--- src/rtl/gap_buffer_line_editor_top_macros.svh ---
// assertion macros for the gap buffer line editor
// used by the top level; no other dependencies
`ifndef GAP_BUFFER_LINE_EDITOR_TOP_MACROS_SVH
`define GAP_BUFFER_LINE_EDITOR_TOP_MACROS_SVH

// property must hold at every clock edge outside reset
`define GBLE_ASSERT_CLK(lbl, clk, rstn, prop, msg) \
  lbl: assert property (@(posedge clk) disable iff (!rstn) (prop)) else $error(msg);

// condition must never be seen outside reset
`define GBLE_ASSERT_NEVER(lbl, clk, rstn, cond, msg) \
  lbl: assert property (@(posedge clk) disable iff (!rstn) !(cond)) else $error(msg);

`endif

--- src/rtl/gble_pkg.sv ---
// shared constants, op codes and controller/datapath bundles
// for the gap buffer line editor; no dependencies
`default_nettype none

package gble_pkg;

  // line storage geometry
  localparam int MAX_CHARS = 64;
  localparam int ADDR_W    = $clog2(MAX_CHARS);
  localparam int LEN_W     = 7;
  localparam int TOT_W     = LEN_W + 1;

  localparam logic [LEN_W-1:0] MAX_LEN       = LEN_W'(MAX_CHARS);
  localparam logic [6:0]       MAXLEN_RESET  = 7'd64;

  // printable character range
  localparam logic [7:0] CHAR_MIN = 8'h20;
  localparam logic [7:0] CHAR_MAX = 8'h7E;

  // edit op codes
  localparam logic [2:0] OP_INSERT  = 3'd0;
  localparam logic [2:0] OP_LEFT    = 3'd1;
  localparam logic [2:0] OP_RIGHT   = 3'd2;
  localparam logic [2:0] OP_BKSP    = 3'd3;
  localparam logic [2:0] OP_DELETE  = 3'd4;
  localparam logic [2:0] OP_SUBMIT  = 3'd5;

  // configuration register index
  localparam logic REG_LINE_LIMIT = 1'b0;

  // commands from controller to datapath
  typedef struct packed {
    logic take_item;
    logic ins_wr;
    logic mvl_rd;
    logic mvr_rd;
    logic mvl_wr;
    logic mvr_wr;
    logic bksp;
    logic delf;
    logic st_load;
    logic st_applied;
    logic sub_start;
    logic sub_rd;
    logic sub_load;
    logic clear;
  } cmd_t;

  // status from datapath to controller
  typedef struct packed {
    logic [2:0]       op;
    logic             ins_ok;
    logic             left_nz;
    logic             right_nz;
    logic             left_room;
    logic             right_room;
    logic             sub_ok;
    logic             out_free;
    logic             idx_last;
    logic [TOT_W-1:0] total;
  } sts_t;

endpackage

`default_nettype wire

--- src/rtl/gble_ctrl.sv ---
// controller state machine of the gap buffer line editor
// depends on gble_pkg for op codes and the command/status bundles
`default_nettype none

module gble_ctrl (
  input  logic          clk_i,
  input  logic          rst_ni,
  input  logic          s_valid_i,
  output logic          s_ready_o,
  input  gble_pkg::sts_t sts_i,
  output gble_pkg::cmd_t cmd_o
);
  import gble_pkg::*;

  localparam logic [2:0] ST_IDLE = 3'd0;
  localparam logic [2:0] ST_EXEC = 3'd1;
  localparam logic [2:0] ST_MOVE = 3'd2;
  localparam logic [2:0] ST_SRD  = 3'd3;
  localparam logic [2:0] ST_SLD  = 3'd4;

  logic [2:0] state_q, state_d;

  // state register
  always_ff @(posedge clk_i or negedge rst_ni) begin
    if (!rst_ni) begin
      state_q <= ST_IDLE;
    end else begin
      state_q <= state_d;
    end
  end

  assign s_ready_o = (state_q == ST_IDLE);

  // next state and command decode
  always_comb begin
    state_d = state_q;
    cmd_o   = '0;
    unique case (state_q)
      ST_IDLE: begin
        if (s_valid_i) begin
          cmd_o.take_item = 1'b1;
          state_d         = ST_EXEC;
        end
      end
      ST_EXEC: begin
        case (sts_i.op)
          OP_INSERT: begin
            if (sts_i.out_free) begin
              cmd_o.ins_wr     = sts_i.ins_ok;
              cmd_o.st_load    = 1'b1;
              cmd_o.st_applied = sts_i.ins_ok;
              state_d          = ST_IDLE;
            end
          end
          OP_LEFT: begin
            if (sts_i.left_nz && sts_i.right_room) begin
              cmd_o.mvl_rd = 1'b1;
              state_d      = ST_MOVE;
            end else if (sts_i.out_free) begin
              cmd_o.st_load = 1'b1;
              state_d       = ST_IDLE;
            end
          end
          OP_RIGHT: begin
            if (sts_i.right_nz && sts_i.left_room) begin
              cmd_o.mvr_rd = 1'b1;
              state_d      = ST_MOVE;
            end else if (sts_i.out_free) begin
              cmd_o.st_load = 1'b1;
              state_d       = ST_IDLE;
            end
          end
          OP_BKSP: begin
            if (sts_i.out_free) begin
              cmd_o.bksp       = sts_i.left_nz;
              cmd_o.st_load    = 1'b1;
              cmd_o.st_applied = sts_i.left_nz;
              state_d          = ST_IDLE;
            end
          end
          OP_DELETE: begin
            if (sts_i.out_free) begin
              cmd_o.delf       = sts_i.right_nz;
              cmd_o.st_load    = 1'b1;
              cmd_o.st_applied = sts_i.right_nz;
              state_d          = ST_IDLE;
            end
          end
          OP_SUBMIT: begin
            if (sts_i.sub_ok) begin
              cmd_o.sub_start = 1'b1;
              state_d         = ST_SRD;
            end else if (sts_i.out_free) begin
              cmd_o.st_load = 1'b1;
              state_d       = ST_IDLE;
            end
          end
          default: begin
            if (sts_i.out_free) begin
              cmd_o.st_load = 1'b1;
              state_d       = ST_IDLE;
            end
          end
        endcase
      end
      // move: read data is back, write the other stack
      ST_MOVE: begin
        if (sts_i.out_free) begin
          cmd_o.mvl_wr     = (sts_i.op == OP_LEFT);
          cmd_o.mvr_wr     = (sts_i.op != OP_LEFT);
          cmd_o.st_load    = 1'b1;
          cmd_o.st_applied = 1'b1;
          state_d          = ST_IDLE;
        end
      end
      // submit: fetch one character
      ST_SRD: begin
        cmd_o.sub_rd = 1'b1;
        state_d      = ST_SLD;
      end
      // submit: hand the character to the output register
      ST_SLD: begin
        if (sts_i.out_free) begin
          cmd_o.sub_load = 1'b1;
          if (sts_i.idx_last) begin
            cmd_o.clear = 1'b1;
            state_d     = ST_IDLE;
          end else begin
            state_d = ST_SRD;
          end
        end
      end
      default: begin
        state_d = ST_IDLE;
      end
    endcase
  end

endmodule

`default_nettype wire

--- src/rtl/gble_dp.sv ---
// datapath of the gap buffer line editor: both stacks, lengths,
// submit index and result register; depends on gble_pkg
`default_nettype none

module gble_dp (
  input  logic          clk_i,
  input  logic          rst_ni,
  input  gble_pkg::cmd_t cmd_i,
  input  logic [2:0]    op_i,
  input  logic [7:0]    ch_i,
  input  logic [6:0]    cap_i,
  input  logic          out_ready_i,
  output gble_pkg::sts_t sts_o,
  output logic          out_valid_o,
  output logic          out_kind_o,
  output logic [7:0]    out_char_o,
  output logic          out_last_o,
  output logic          out_applied_o,
  output logic [6:0]    out_left_o,
  output logic [6:0]    out_right_o
);
  import gble_pkg::*;

  logic [2:0]        op_q;
  logic [7:0]        ch_q;
  logic [LEN_W-1:0]  left_len_q, left_len_d;
  logic [LEN_W-1:0]  right_len_q, right_len_d;
  logic [ADDR_W-1:0] idx_q;
  logic              src_right_q;

  logic [7:0] left_mem  [MAX_CHARS];
  logic [7:0] right_mem [MAX_CHARS];
  logic [7:0] lrd_q, rrd_q;

  logic              out_valid_q;
  logic              out_kind_q, out_last_q, out_applied_q;
  logic [7:0]        out_char_q;
  logic [6:0]        out_left_q, out_right_q;

  logic [TOT_W-1:0]  total;
  logic [TOT_W-1:0]  total_m1;
  logic [TOT_W-1:0]  sub_raddr;
  logic [LEN_W-1:0]  left_m1, right_m1;
  logic              idx_in_left;
  logic              out_free;

  // line totals and derived addresses
  assign total       = {1'b0, left_len_q} + {1'b0, right_len_q};
  assign total_m1    = total - TOT_W'(1);
  assign sub_raddr   = total_m1 - {{(TOT_W-ADDR_W){1'b0}}, idx_q};
  assign left_m1     = left_len_q - LEN_W'(1);
  assign right_m1    = right_len_q - LEN_W'(1);
  assign idx_in_left = ({{(LEN_W-ADDR_W){1'b0}}, idx_q} < left_len_q);
  assign out_free    = !out_valid_q || out_ready_i;

  // status to controller
  always_comb begin
    sts_o            = '0;
    sts_o.op         = op_q;
    sts_o.ins_ok     = (total < {1'b0, cap_i}) && (ch_q >= CHAR_MIN) &&
                       (ch_q <= CHAR_MAX) && (left_len_q < MAX_LEN);
    sts_o.left_nz    = (left_len_q != '0);
    sts_o.right_nz   = (right_len_q != '0);
    sts_o.left_room  = (left_len_q < MAX_LEN);
    sts_o.right_room = (right_len_q < MAX_LEN);
    sts_o.sub_ok     = (total != '0) && (total <= TOT_W'(MAX_CHARS));
    sts_o.out_free   = out_free;
    sts_o.idx_last   = ({{(TOT_W-ADDR_W){1'b0}}, idx_q} == total_m1);
    sts_o.total      = total;
  end

  // accepted item
  always_ff @(posedge clk_i) begin
    if (cmd_i.take_item) begin
      op_q <= op_i;
      ch_q <= ch_i;
    end
  end

  // stack lengths
  always_comb begin
    left_len_d  = left_len_q;
    right_len_d = right_len_q;
    if (cmd_i.ins_wr || cmd_i.mvr_wr) begin
      left_len_d = left_len_q + LEN_W'(1);
    end
    if (cmd_i.mvl_wr || cmd_i.bksp) begin
      left_len_d = left_m1;
    end
    if (cmd_i.mvl_wr) begin
      right_len_d = right_len_q + LEN_W'(1);
    end
    if (cmd_i.mvr_wr || cmd_i.delf) begin
      right_len_d = right_m1;
    end
    if (cmd_i.clear) begin
      left_len_d  = '0;
      right_len_d = '0;
    end
  end

  always_ff @(posedge clk_i or negedge rst_ni) begin
    if (!rst_ni) begin
      left_len_q  <= '0;
      right_len_q <= '0;
    end else begin
      left_len_q  <= left_len_d;
      right_len_q <= right_len_d;
    end
  end

  // submit index and source select
  always_ff @(posedge clk_i) begin
    if (cmd_i.sub_start) begin
      idx_q <= '0;
    end else if (cmd_i.sub_load) begin
      idx_q <= idx_q + ADDR_W'(1);
    end
    if (cmd_i.sub_rd) begin
      src_right_q <= !idx_in_left;
    end
  end

  // left stack memory
  always_ff @(posedge clk_i) begin
    if (cmd_i.ins_wr || cmd_i.mvr_wr) begin
      left_mem[left_len_q[ADDR_W-1:0]] <= cmd_i.ins_wr ? ch_q : rrd_q;
    end
    if (cmd_i.mvl_rd) begin
      lrd_q <= left_mem[left_m1[ADDR_W-1:0]];
    end else if (cmd_i.sub_rd && idx_in_left) begin
      lrd_q <= left_mem[idx_q];
    end
  end

  // right stack memory
  always_ff @(posedge clk_i) begin
    if (cmd_i.mvl_wr) begin
      right_mem[right_len_q[ADDR_W-1:0]] <= lrd_q;
    end
    if (cmd_i.mvr_rd) begin
      rrd_q <= right_mem[right_m1[ADDR_W-1:0]];
    end else if (cmd_i.sub_rd && !idx_in_left) begin
      rrd_q <= right_mem[sub_raddr[ADDR_W-1:0]];
    end
  end

  // result register valid
  always_ff @(posedge clk_i or negedge rst_ni) begin
    if (!rst_ni) begin
      out_valid_q <= 1'b0;
    end else if (cmd_i.st_load || cmd_i.sub_load) begin
      out_valid_q <= 1'b1;
    end else if (out_ready_i) begin
      out_valid_q <= 1'b0;
    end
  end

  // result register payload
  always_ff @(posedge clk_i) begin
    if (cmd_i.st_load) begin
      out_kind_q    <= 1'b0;
      out_char_q    <= '0;
      out_last_q    <= 1'b1;
      out_applied_q <= cmd_i.st_applied;
      out_left_q    <= left_len_d;
      out_right_q   <= right_len_d;
    end else if (cmd_i.sub_load) begin
      out_kind_q    <= 1'b1;
      out_char_q    <= src_right_q ? rrd_q : lrd_q;
      out_last_q    <= sts_o.idx_last;
      out_applied_q <= 1'b1;
      out_left_q    <= '0;
      out_right_q   <= '0;
    end
  end

  assign out_valid_o   = out_valid_q;
  assign out_kind_o    = out_kind_q;
  assign out_char_o    = out_char_q;
  assign out_last_o    = out_last_q;
  assign out_applied_o = out_applied_q;
  assign out_left_o    = out_left_q;
  assign out_right_o   = out_right_q;

endmodule

`default_nettype wire

--- src/rtl/gap_buffer_line_editor_top.sv ---
// edits, moves and refused ops end with one status load into the result register; moves first read
// the source stack; a new item is taken only once the state machine is back in idle
// submit of n characters: one memory read and one result load per character
// reset: asynchronous active low; line empty, line limit 64, result register empty
// the character stores are not cleared; only written entries are ever read
`default_nettype none

`include "gap_buffer_line_editor_top_macros.svh"

module gap_buffer_line_editor_top (
  input  logic        clk_i,
  input  logic        rst_ni,
  // input stream
  input  logic        s_axis_tvalid,
  output logic        s_axis_tready,
  input  logic [7:0]  s_axis_tdata,   // [7:0] ch
  input  logic [2:0]  s_axis_tuser,   // [2:0] op
  // result stream
  output logic        m_axis_tvalid,
  input  logic        m_axis_tready,
  output logic [23:0] m_axis_tdata,   // [7:0] char_out, [8] applied, [15:9] left_count,
                                      // [22:16] right_count, [23] zero
  output logic        m_axis_tuser,   // [0] kind
  output logic        m_axis_tlast,
  // configuration
  input  logic        psel,
  input  logic        penable,
  input  logic        pwrite,
  input  logic [2:0]  paddr,
  input  logic [31:0] pwdata,
  output logic [31:0] prdata,
  output logic        pready
);
  import gble_pkg::*;

  logic [6:0] max_len_q;
  logic [6:0] cap;
  cmd_t       cmd;
  sts_t       sts;
  logic       out_applied;
  logic [6:0] out_left, out_right;
  logic [7:0] out_char;

  // configuration register
  assign pready = 1'b1;

  always_ff @(posedge clk_i or negedge rst_ni) begin
    if (!rst_ni) begin
      max_len_q <= MAXLEN_RESET;
    end else if (psel && penable && pwrite && pready && (paddr[2] == REG_LINE_LIMIT)) begin
      max_len_q <= pwdata[6:0];
    end
  end

  assign prdata = (paddr[2] == REG_LINE_LIMIT) ? {25'b0, max_len_q} : 32'b0;

  // capacity saturates at the store depth
  assign cap = (max_len_q > MAX_LEN) ? MAX_LEN : max_len_q;

  gble_ctrl u_ctrl (
    .clk_i     (clk_i),
    .rst_ni    (rst_ni),
    .s_valid_i (s_axis_tvalid),
    .s_ready_o (s_axis_tready),
    .sts_i     (sts),
    .cmd_o     (cmd)
  );

  gble_dp u_dp (
    .clk_i         (clk_i),
    .rst_ni        (rst_ni),
    .cmd_i         (cmd),
    .op_i          (s_axis_tuser),
    .ch_i          (s_axis_tdata),
    .cap_i         (cap),
    .out_ready_i   (m_axis_tready),
    .sts_o         (sts),
    .out_valid_o   (m_axis_tvalid),
    .out_kind_o    (m_axis_tuser),
    .out_char_o    (out_char),
    .out_last_o    (m_axis_tlast),
    .out_applied_o (out_applied),
    .out_left_o    (out_left),
    .out_right_o   (out_right)
  );

  // result packing
  assign m_axis_tdata = {1'b0, out_right, out_left, out_applied, out_char};

  // line never grows past the store depth
  `GBLE_ASSERT_CLK(a_total_bound, clk_i, rst_ni, sts.total <= TOT_W'(MAX_CHARS), "line too long")
  // one item at a time: no accept right after an accept
  `GBLE_ASSERT_CLK(a_one_item, clk_i, rst_ni,
                   (s_axis_tvalid && s_axis_tready) |=> !s_axis_tready, "back to back accept")
  // status and character loads never collide
  `GBLE_ASSERT_NEVER(a_load_clash, clk_i, rst_ni, cmd.st_load && cmd.sub_load,
                     "two result loads at once")

endmodule

`default_nettype wire
--- config.mk ---
export PLATFORM = sky130hd
export DESIGN_NAME = gap_buffer_line_editor_top
export DESIGN_NICKNAME = d
export VERILOG_FILES = /design/src/rtl/gble_pkg.sv /design/src/rtl/gble_ctrl.sv /design/src/rtl/gble_dp.sv /design/src/rtl/gap_buffer_line_editor_top.sv
export VERILOG_INCLUDE_DIRS = /design/src /design/src/rtl
export SDC_FILE = /design/constraint.sdc
export NUM_CORES = 2
export LEC_CHECK = 0
export BUFFER_PORTS_ARGS = -buffer_cell sky130_fd_sc_hd__buf_2
export CAP_MARGIN = 40
export CELL_PAD_IN_SITES_DETAIL_PLACEMENT = 0
export CELL_PAD_IN_SITES_GLOBAL_PLACEMENT = 1
export CORE_UTILIZATION = 60
export CTS_CLUSTER_SIZE = 25
export DETAILED_ROUTE_END_ITERATION = 8
export PLACE_DENSITY = 0.87
export SLEW_MARGIN = 20
export SYNTH_ARGS = -nofsm -noshare
export SYNTH_HDL_FRONTEND = slang
export SYNTH_SLANG_ARGS = --single-unit
--- constraint.sdc ---
create_clock -name clk_i -period 11.6 [get_ports clk_i]
set_input_delay 2.32 -clock clk_i [delete_from_list [all_inputs] [get_ports clk_i]]
set_output_delay 2.32 -clock clk_i [all_outputs]
set_load 0.01 [all_outputs]
==> summary.log <==
qor: sta.grt_setup_unrepaired false
qor: synth.ys_ff_latch 1114
qor: sta.max_slew_margin 32.2%
qor: global_routing.globalRouteTotalUtil 31.0%
qor: synth.synthCells 2728
qor: status.status finished, final reports clean
qor: sta.report.final.slew_viol_count 0
qor: sta.finalWorstPathRequiredPeriod 6.37 ns
qor: cts.tritoncts.num_buffers 112
qor: synth.postSynth.asyncResetShare 2.24%
qor: synth.fraction_of_post_synthesis_cell_area_in_the_top_cell_type_by_area 60.3%
qor: global_routing.grt_pass1_vias 29900
qor: critical_path.required 11.91 ns
qor: critical_path.ff2ff_path_depth 16
qor: cells_and_area.nNetsFinal 2936
qor: die.chipHeight 300 µm
qor: routing.routed_via_density 7.28
qor: sta.max_freq 0.157 GHz
qor: cells_and_area.area.growth.synth_to_final 11.5%
qor: cts.insertion_delay_to_the_later_sink_of_the_worst_skew_pair 0.71 ns
qor: critical_path.crit_type register to register
qor: die.design.portCount 114
qor: synth.unique_masters_post_synth 68
qor: sta.total_setup_violations_reported_at_the_end_of_the_flow 0
qor: placed_design.dp_hpwl 88300 µm
qor: min_path.min-delay-path-class register to register
qor: min_path.whs_path_depth 2
qor: sta.timing_hold_violations_final 0
qor: synth.ys_seq_area_share 62.3%
qor: cts.cts_hold_buf 0
qor: sta.final.period_utilization 55.0%
qor: cts.tritoncts_clock_tree done
qor: synth.ys_top_cells_by_area sky130_fd_sc_hd__edfxtp_1 (60%), sky130_fd_sc_hd__mux4_2 (26%), sky130_fd_sc_hd__nor2_1 (1.5%)
qor: routing.postRouteAntennaNets 0
qor: cts.cts_setup_buffers 0
qor: cts.tritoncts_num_sinks 1114
qor: critical_path.timing.rr.start u_dp.left_len_q[0]
qor: synth.synth_warnings 0
qor: die.initial_core_util 60.9%
qor: cts.number_of_gates_resized_after_cts 0
qor: global_routing.grt_pass1_wl 202000 µm
qor: die.die_area 0.0897 mm²
qor: routing.detail_route.first_pass.iterations 5
qor: critical_path.r2r_path_end u_dp.left_mem[59][0]
qor: sta.fin_worst_skew 0.0359 ns
qor: critical_path.timing.critical_path.arrival 6.68 ns
qor: routing.num_vias 29900
qor: synth.synth_enable_flop_cells 1067
qor: critical_path.setup.worst_path.start_class register
qor: global_routing.grt_max_degree 97
qor: min_path.min-delay-start u_dp.out_kind_o
qor: critical_path.r2r_setup_slack 5.23 ns
qor: synth.syn_area 0.0531 mm²
qor: synth.avgSynthCellArea 19.5 µm²
qor: routing.drcViolationCount 0
qor: global_routing.grt_antenna_before_repair 3
qor: flow_run.cap_viol_max_count 0
qor: min_path.worstHoldEndpoint u_dp.out_kind_o
qor: sta.timing.setup.tns 0 ns
qor: cells_and_area.layout_cells_sized_above_1 35.9%
qor: critical_path.timing.critical_path.to_type register
qor: routing.drt-initial-drc-count 4058
qor: cts.clkTransAtPathRegs 0.06 ns
qor: routing.wl 137000 µm
qor: cts.clock_tree.htree_level_count 3
qor: routing.wire_per_inst 33.4 µm
qor: placed_design.numPortBuffers 59
qor: sta.timing_worst_slew_pin_value 1.02 ns
qor: critical_path.critical_path_peak_fanout 33
qor: placed_design.gp_congestion 0.894
qor: cts.clock_path_buffers 3
qor: die.floorplan.core_area 0.0872 mm²
qor: global_routing.globalRouteOverflowTotal 0
qor: die.die_x 300 µm
qor: die.std_cell_rows 108
qor: synth.synth_top_area_cell sky130_fd_sc_hd__edfxtp_1
qor: synth.synth_flop_cell sky130_fd_sc_hd__edfxtp_1
qor: cts.cts-root-buf sky130_fd_sc_hd__clkbuf_16
[placed cells by master, fill, tap and decap left out, types with 8 or more instances in the layout]
cell / synthesis / routed
sky130_fd_sc_hd__edfxtp_1: 1067 / 1067
sky130_fd_sc_hd__mux4_2: 622 / 622
sky130_fd_sc_hd__nor2_1: 208 / 208
sky130_fd_sc_hd__buf_4: 30 / 118
sky130_fd_sc_hd__clkbuf_16: 0 / 113
sky130_fd_sc_hd__mux2i_1: 75 / 75
sky130_fd_sc_hd__buf_2: 48 / 62
sky130_fd_sc_hd__a21oi_1: 49 / 49
sky130_fd_sc_hd__nor2b_1: 47 / 46
sky130_fd_sc_hd__a211oi_1: 46 / 46
sky130_fd_sc_hd__nand2_1: 37 / 37
sky130_fd_sc_hd__nand3_1: 29 / 29
sky130_fd_sc_hd__ha_1: 31 / 28
sky130_fd_sc_hd__clkinv_1: 0 / 28
sky130_fd_sc_hd__conb_1: 2 / 27
sky130_fd_sc_hd__clkinv_2: 0 / 26
sky130_fd_sc_hd__inv_1: 25 / 25
sky130_fd_sc_hd__mux2_2: 22 / 22
sky130_fd_sc_hd__dfrtp_1: 24 / 22
sky130_fd_sc_hd__xnor2_1: 26 / 21
sky130_fd_sc_hd__dfxtp_1: 22 / 19
sky130_fd_sc_hd__nor3_1: 17 / 17
sky130_fd_sc_hd__or3_1: 17 / 17
sky130_fd_sc_hd__bufinv_16: 0 / 17
sky130_fd_sc_hd__o21ai_0: 15 / 15
sky130_fd_sc_hd__clkbuf_1: 108 / 15
sky130_fd_sc_hd__buf_12: 0 / 8
[kinds of logic (layout without fill, tap and decap cells)]
group	Yosys count	count (layout)	share of synthesized area, %
mux	719	719	28.3
other cells	2	29	0.0141
fa+ha+maj	33	33	0.806
xor+xnor	37	37	0.638
compound gates	168	168	2.13
flops	1114	1114	62.3
buf+inv	246	441	2.12
simple gates	409	409	3.70
[layer usage]
layer | vias up | wire length, µm | global-route usage, %
li1 | 11800 | - | -
met1 | 15700 | 48800 | 42.0
met2 | 2123 | 69000 | 51.0
met3 | 282 | 13600 | 5.44
met4 | 0 | 5820 | 12.2
met5 | - | 0 | 0
[cells in the mapped netlist (22+ instances only)]
master,instances
sky130_fd_sc_hd__mux4_2,622
sky130_fd_sc_hd__a211oi_1,46
sky130_fd_sc_hd__a21oi_1,49
sky130_fd_sc_hd__dfrtp_1,24
sky130_fd_sc_hd__dfxtp_1,22
sky130_fd_sc_hd__buf_4,30
sky130_fd_sc_hd__xnor2_1,26
sky130_fd_sc_hd__clkbuf_1,108
sky130_fd_sc_hd__buf_2,48
sky130_fd_sc_hd__nand2_1,37
sky130_fd_sc_hd__nand3_1,29
sky130_fd_sc_hd__edfxtp_1,1067
sky130_fd_sc_hd__nor2_1,208
sky130_fd_sc_hd__nor2b_1,47
sky130_fd_sc_hd__ha_1,31
sky130_fd_sc_hd__mux2_2,22
sky130_fd_sc_hd__inv_1,25
sky130_fd_sc_hd__buf_1,31
sky130_fd_sc_hd__mux2i_1,75
[area by class of cell]
class / count / area, µm²
repair buffers: 204 / 1660
flip-flops and latches: 1114 / 33100
multi-input cells: 1393 / 19100
fillers: 5337 / 27900
well taps: 1155 / 1450
clock inverters: 84 / 877
inverters: 25 / 93.8
diodes: 2 / 5.00
clock buffers: 128 / 2880
[worst max-delay path, cell delays in order, from the launching register on]
cell and delay (ns):
sky130_fd_sc_hd__dfrtp_4 0.71, sky130_fd_sc_hd__ha_1 0.34, sky130_fd_sc_hd__fa_1 0.44, sky130_fd_sc_hd__a211oi_2 0.30
sky130_fd_sc_hd__o21bai_1 0.12, sky130_fd_sc_hd__a21oi_1 0.18, sky130_fd_sc_hd__xnor2_1 0.18, sky130_fd_sc_hd__ha_1 0.23
sky130_fd_sc_hd__nor4_1 0.23, sky130_fd_sc_hd__o21ai_0 0.15, sky130_fd_sc_hd__a2111oi_0 0.52, sky130_fd_sc_hd__o21ai_0 0.32
sky130_fd_sc_hd__o31ai_1 0.32, sky130_fd_sc_hd__buf_4 0.24, sky130_fd_sc_hd__and2_1 0.18, sky130_fd_sc_hd__nand3_1 0.59
sky130_fd_sc_hd__nor2_1 0.94
[flip-flops by register name, summed over array words and instances, names as in the netlist, 3 cells and up, named ones only]
register          flops
u_dp.left_mem       512
u_dp.right_mem      512
u_dp.ch_q             8
u_dp.lrd_q            8
u_dp.out_char_o       8
u_dp.rrd_q            8
max_len_q             7
u_dp.left_len_q       7
u_dp.out_left_o       7
u_dp.out_right_o      7
u_dp.right_len_q      7
u_dp.idx_q            6
u_ctrl.state_q        3
u_dp.op_q             3
[through the flow]
step           setup WS, ns  cells  utilization [%]  hold WS (ns)  instance area, µm²
6_report               5.23   4105             67.9         0.482               59200
5_1_grt                5.03   4103             67.9         0.517               59200
4_1_cts                5.24   4062             67.5         0.478               58900
3_5_place_dp           5.25   3850             63.2         0.464               55100
3_3_place_gp           4.98   3792             62.5         0.452               54500
2_1_floorplan          6.36   2753                -         0.486               53200
[worst max path at each step]
stage / from / end / slack [ns] / cells past startpoint
6_report: u_dp.left_len_q[0] / u_dp.left_mem[59][0] / 5.23 / 16
5_1_grt: u_dp.left_len_q[0] / u_dp.left_mem[59][2] / 5.03 / 16
4_1_cts: u_dp.left_len_q[0] / u_dp.left_mem[59][0] / 5.24 / 16
3_5_place_dp: m_axis_tready / u_dp.left_mem[59][4] / 5.25 / 10
3_3_place_gp: u_dp.right_len_q[0] / u_dp.left_mem[27][6] / 4.98 / 16
2_1_floorplan: m_axis_tready / u_dp.left_mem[0][7] / 6.36 / 7
Power is not shown: default switching activity piles up to over one toggle a cycle in this logic, so the estimate is an artifact.
